$ cat config.mk
export PLATFORM = sky130hd
export DESIGN_NAME = cqd_ram
export DESIGN_NICKNAME = d
export VERILOG_FILES = /design/src/rtl/cqd_ram.sv
export SDC_FILE = /design/constraint.sdc
export NUM_CORES = 2
export LEC_CHECK = 0
export ABC_CLOCK_PERIOD_IN_PS = 3800
export BUFFER_PORTS_ARGS = -buffer_cell sky130_fd_sc_hd__buf_2
export CORE_ASPECT_RATIO = 0.5
export CORE_UTILIZATION = 57
export DETAILED_ROUTE_END_ITERATION = 8
export PLACE_DENSITY = 0.76
export RECOVER_POWER = 25
export SKIP_LAST_GASP = 1
export SYNTH_ARGS = -nofsm -noshare
export SYNTH_HDL_FRONTEND = slang
export SYNTH_SLANG_ARGS = --single-unit
$ cat constraint.sdc
create_clock -name clk -period 3.8 [get_ports clk]
set_input_delay 0.57 -clock clk [delete_from_list [all_inputs] [get_ports clk]]
set_output_delay 0.57 -clock clk [all_outputs]
set_load 0.02 [all_outputs]
$ cat src/rtl/cqd_ram.sv
`timescale 1ns / 1ps
// ----------------------------------------------------------------------------
// cqd_ram
// Simple dual-port RAM, one write port and one read port, registered read.
// ----------------------------------------------------------------------------
module cqd_ram #(
  parameter int Width = 32,
  parameter int Depth = 64
) (
  input  logic                     clk,
  input  logic                     we,
  input  logic [$clog2(Depth)-1:0] waddr,
  input  logic [Width-1:0]         wdata,
  input  logic                     re,
  input  logic [$clog2(Depth)-1:0] raddr,
  output logic [Width-1:0]         rdata
);

  logic [Width-1:0] mem [Depth];

  always_ff @(posedge clk) begin
    if (we) begin
      mem[waddr] <= wdata;
    end
    if (re) begin
      rdata <= mem[raddr];
    end
  end

endmodule

==> metrics.md <==
| Metric | Value |
|---|---|
| Synth Area in Compound Gates | 0.0167 |
| Max frequency | 348 MHz |
| Fin crit period | 2.87 ns |
| Met2 Use GR | 0.463 |
| CP Buf/Inv Count | 2 |
| Biggest area consumer among synthesized cells | edfxtp_1 |
| Cell family with most CP delay | buffers and inverters |
| Top-area cell type share of the netlist area | 0.792 |
| Post-CTS Resized | 0 |
| Distinct cells, synth | 33 |
| Pre-antenna DRT Iters | 6 |
| Synth Area in Simple Gates | 0.0126 |
| Die W | 528 µm |
| Antenna violations before repair | 16 |
| Largest net degree at the start of global routing | 65 |
| Cells along the critical path | clkbuf_1, buf_4 |
| Leakage Power | 27.6 nW |
| Initial Util | 0.575 |
| Root Driver | clkbuf_16 |
| Critical Path Source Type | primary input |
| Post-synthesis mux area share | 0.167 |
| Grt met1 use | 0.429 |
| Avg WL per Cell | 37.6 µm |
| YS warnings | 0 |
| Failing checks | capacitance limit, slew limit |
| RSZ-0062 raised after global routing | no |
| Gp weighted congestion | 0.850 |
| Actual transition at the worst max-transition pin | 3.12 ns |
| Post-Synth XOR/XNOR Area | 0 |
| CP max stage delay | 2.13 ns |
| FP Rows | 96 |
| Worst VDD drop | 0.429 mV |
| Die H | 265 µm |
| Synth top area cells | edfxtp_1 (79%), mux4_2 (16%), mux2i_1 (1.2%) |
| Core Area | 137000 µm² |
| Final setup violation count | 0 |
| Cell Area, Synth | 78800 µm² |
| Setup repair bufs after CTS | 0 |
| Adder-cell area share of the yosys netlist | 0 |
| Outcome | finished, violations left |
| Clk sink count | 2080 |
| Die footprint | 140000 µm² |
| 1st-iter DRT viols | 6457 |
| Global Route Usage Sum | 0.306 |
| Number of fill cells | 8327 |
| Post-synth EDFFs | 2080 |
| Post-synthesis register bit count | 2080 |
| Worst Hold Class | in -> reg |
| Cells after Synth | 3324 |
| GRT busiest layer | met2 |
| Hold WS | 0.421 ns |
| Routed WL | 211000 µm |
| # port buffers | 78 |
| Total number of H-tree levels | 4 |
| GR Layer Usage met3 | 0.0862 |
| Remaining DRCs | 0 |
| Async set or reset register ratio after synthesis | 0 |
| TritonCTS clock tree | yes |
| Mean Syn Cell Area | 23.7 µm² |
| # IOs | 79 |
| Post-route antenna net violation count | 0 |
| Register area share after synthesis | 0.792 |
| Layout overhead on the synthesized area | 12.7% |
| Num CTS Buffers | 174 |
| Bufs on Longest Clock Path | 3 |
| Slew margin rel. | -1.08 |
| Final net count | 3659 |
| Largest family of logic cells by synthesized area | multiplexers |
| Detail Placement HPWL | 114000 µm |
| Worst Skew | 0.0339 ns |
| Hold-fix buffers at CTS | 0 |
| Share of cells above drive strength 1 | 0.296 |
| Syn_nets | 3371 |
| Sum Neg Setup Slack | 0 ns |
| Worst-path clk slew | 0.07 ns |
| Fin. max-slew vios | 1313 |
| Via density | 7.02 |
| Tcrit/Tclk final | 0.756 |
| CP Capture Type | flip-flop |
| Worst Path Required | 4.26 ns |
| Vias post-DR | 39400 |
| Number of global-route vias before repair | 39300 |
| Clock latency on the worst-skew pair | 0.80 ns |
| Total grt overflow | 0 |
| First-pass GRT wire length | 294000 µm |
| Ys flop type | edfxtp_1 |
| Setup Crit Path Kind | in -> reg |
| Fin. Hold Viols | 0 |
| Crit Path Max Fanout | 22 |
| WP data arrival | 3.34 ns |
| Highest-delay cell along the critical path | clkbuf_1 |
| Pwr dens | 517 nW/µm² |
| Max-Cap Viols | 24 |
final cells by class:
class	count	area [µm²]	area share
Timing Repair Buffer	294	2510	0.0283
Clock buffer	213	4650	0.0523
Sequential cell	2080	62500	0.703
Clock inverter	101	892	0.0100
Multi-Input combinational cell	1062	16000	0.180
Antenna cell	7	17.5	0.000197
Tap cell	1862	2330	0.0262
worst paths after layout:
| kind | startpoint | endpoint | slack, ns | cells past startpoint |
|---|---|---|---|---|
| min | waddr[2] | mem[54][20] | 0.42 | 3 |
| max reg2reg | mem[56][30] | rdata[30] | 1.50 | 5 |
| min reg2reg | mem[12][17] | rdata[17] | 0.85 | 4 |
| max | re | rdata[29] | 0.93 | 2 |
layout by cell type (no fill, tap or decap), drive strengths merged, types with 4 or more instances in the layout:
cell	Yosys	final
a21oi	62	62
o32ai	4	4
edfxtp	2080	2080
nor3	7	7
bufinv	0	15
buf	108	267
clkinv	0	77
diode	0	7
mux2i	93	93
mux4	544	544
a22oi	12	12
a311oi	8	8
nor2	137	137
clkinvlp	0	6
or3b	5	5
nand3b	5	5
a41o	4	4
o22ai	84	84
and3	4	4
nand3	5	5
nand2	26	26
nor2b	15	15
o221ai	27	27
nand2b	8	8
clkbuf	74	240
logic make-up (layout without fill, tap and decap cells):
| kind of cell | after synthesis | in the layout |
|---|---|---|
| AOI/OAI and AO/OA | 202 | 202 |
| and+or+nand+nor | 223 | 223 |
| muxes | 637 | 637 |
| buffers and inverters | 182 | 608 |
| other | 0 | 7 |
| DFF | 2080 | 2080 |
stage by stage:
| stage | utilization | std cells | power, mW | instance area (µm²) | setup slack [ns] |
|---|---|---|---|---|---|
| floorplan | - | 3324 | 27.3 | 78800 | 0.0702 |
| global placement | 0.607 | 5298 | 28.4 | 83300 | 0.349 |
| detailed placement | 0.607 | 5298 | 28.5 | 83300 | 0.359 |
| CTS | 0.648 | 5612 | 45.9 | 88900 | 1.10 |
| global route | 0.647 | 5615 | 46.9 | 88800 | 0.993 |
| finish | 0.648 | 5619 | 45.9 | 88800 | 0.926 |
per-layer routing:
metal	vias up	share of wire	wire length [µm]
met5	-	0.00022	46
met4	8	0.040	8400
met3	533	0.15	32600
met2	3441	0.46	97900
met1	20600	0.34	72100
li1	14900	-	-
cells in the mapped netlist (3+ instances only):
library cell and instances:
buf_4 25, a41o_1 4, clkbuf_1 74, a21oi_1 62
nand3b_1 5, a311oi_1 8, nor2_1 137, nand2b_1 8
or3b_2 3, mux4_2 544, mux2i_1 93, and3_1 4
o221ai_1 27, buf_2 57, nand2_1 26, nor2b_1 15
a22oi_1 12, edfxtp_1 2080, or3_1 3, buf_6 5
o22ai_1 84, buf_1 21, o32ai_1 4, nand3_1 5
nor3_1 7
worst min-delay path: stages:
cell and delay (ns):
buf_2 0.16, nand2_1 0.18, nor2_4 0.12
flip-flops by register name, summed over array words and instances, names as in the netlist:
register / count
rdata: 32
mem: 2048
power breakdown:
| group | switching, mW | internal [mW] | leakage, nW |
|---|---|---|---|
| Sequential | 0.0952 | 25.5 | 18.7 |
| Clock | 8.10 | 9.72 | 2.69 |
| Combinational | 1.60 | 0.901 | 6.15 |
Note: power is estimated with default switching activity, not from simulation.
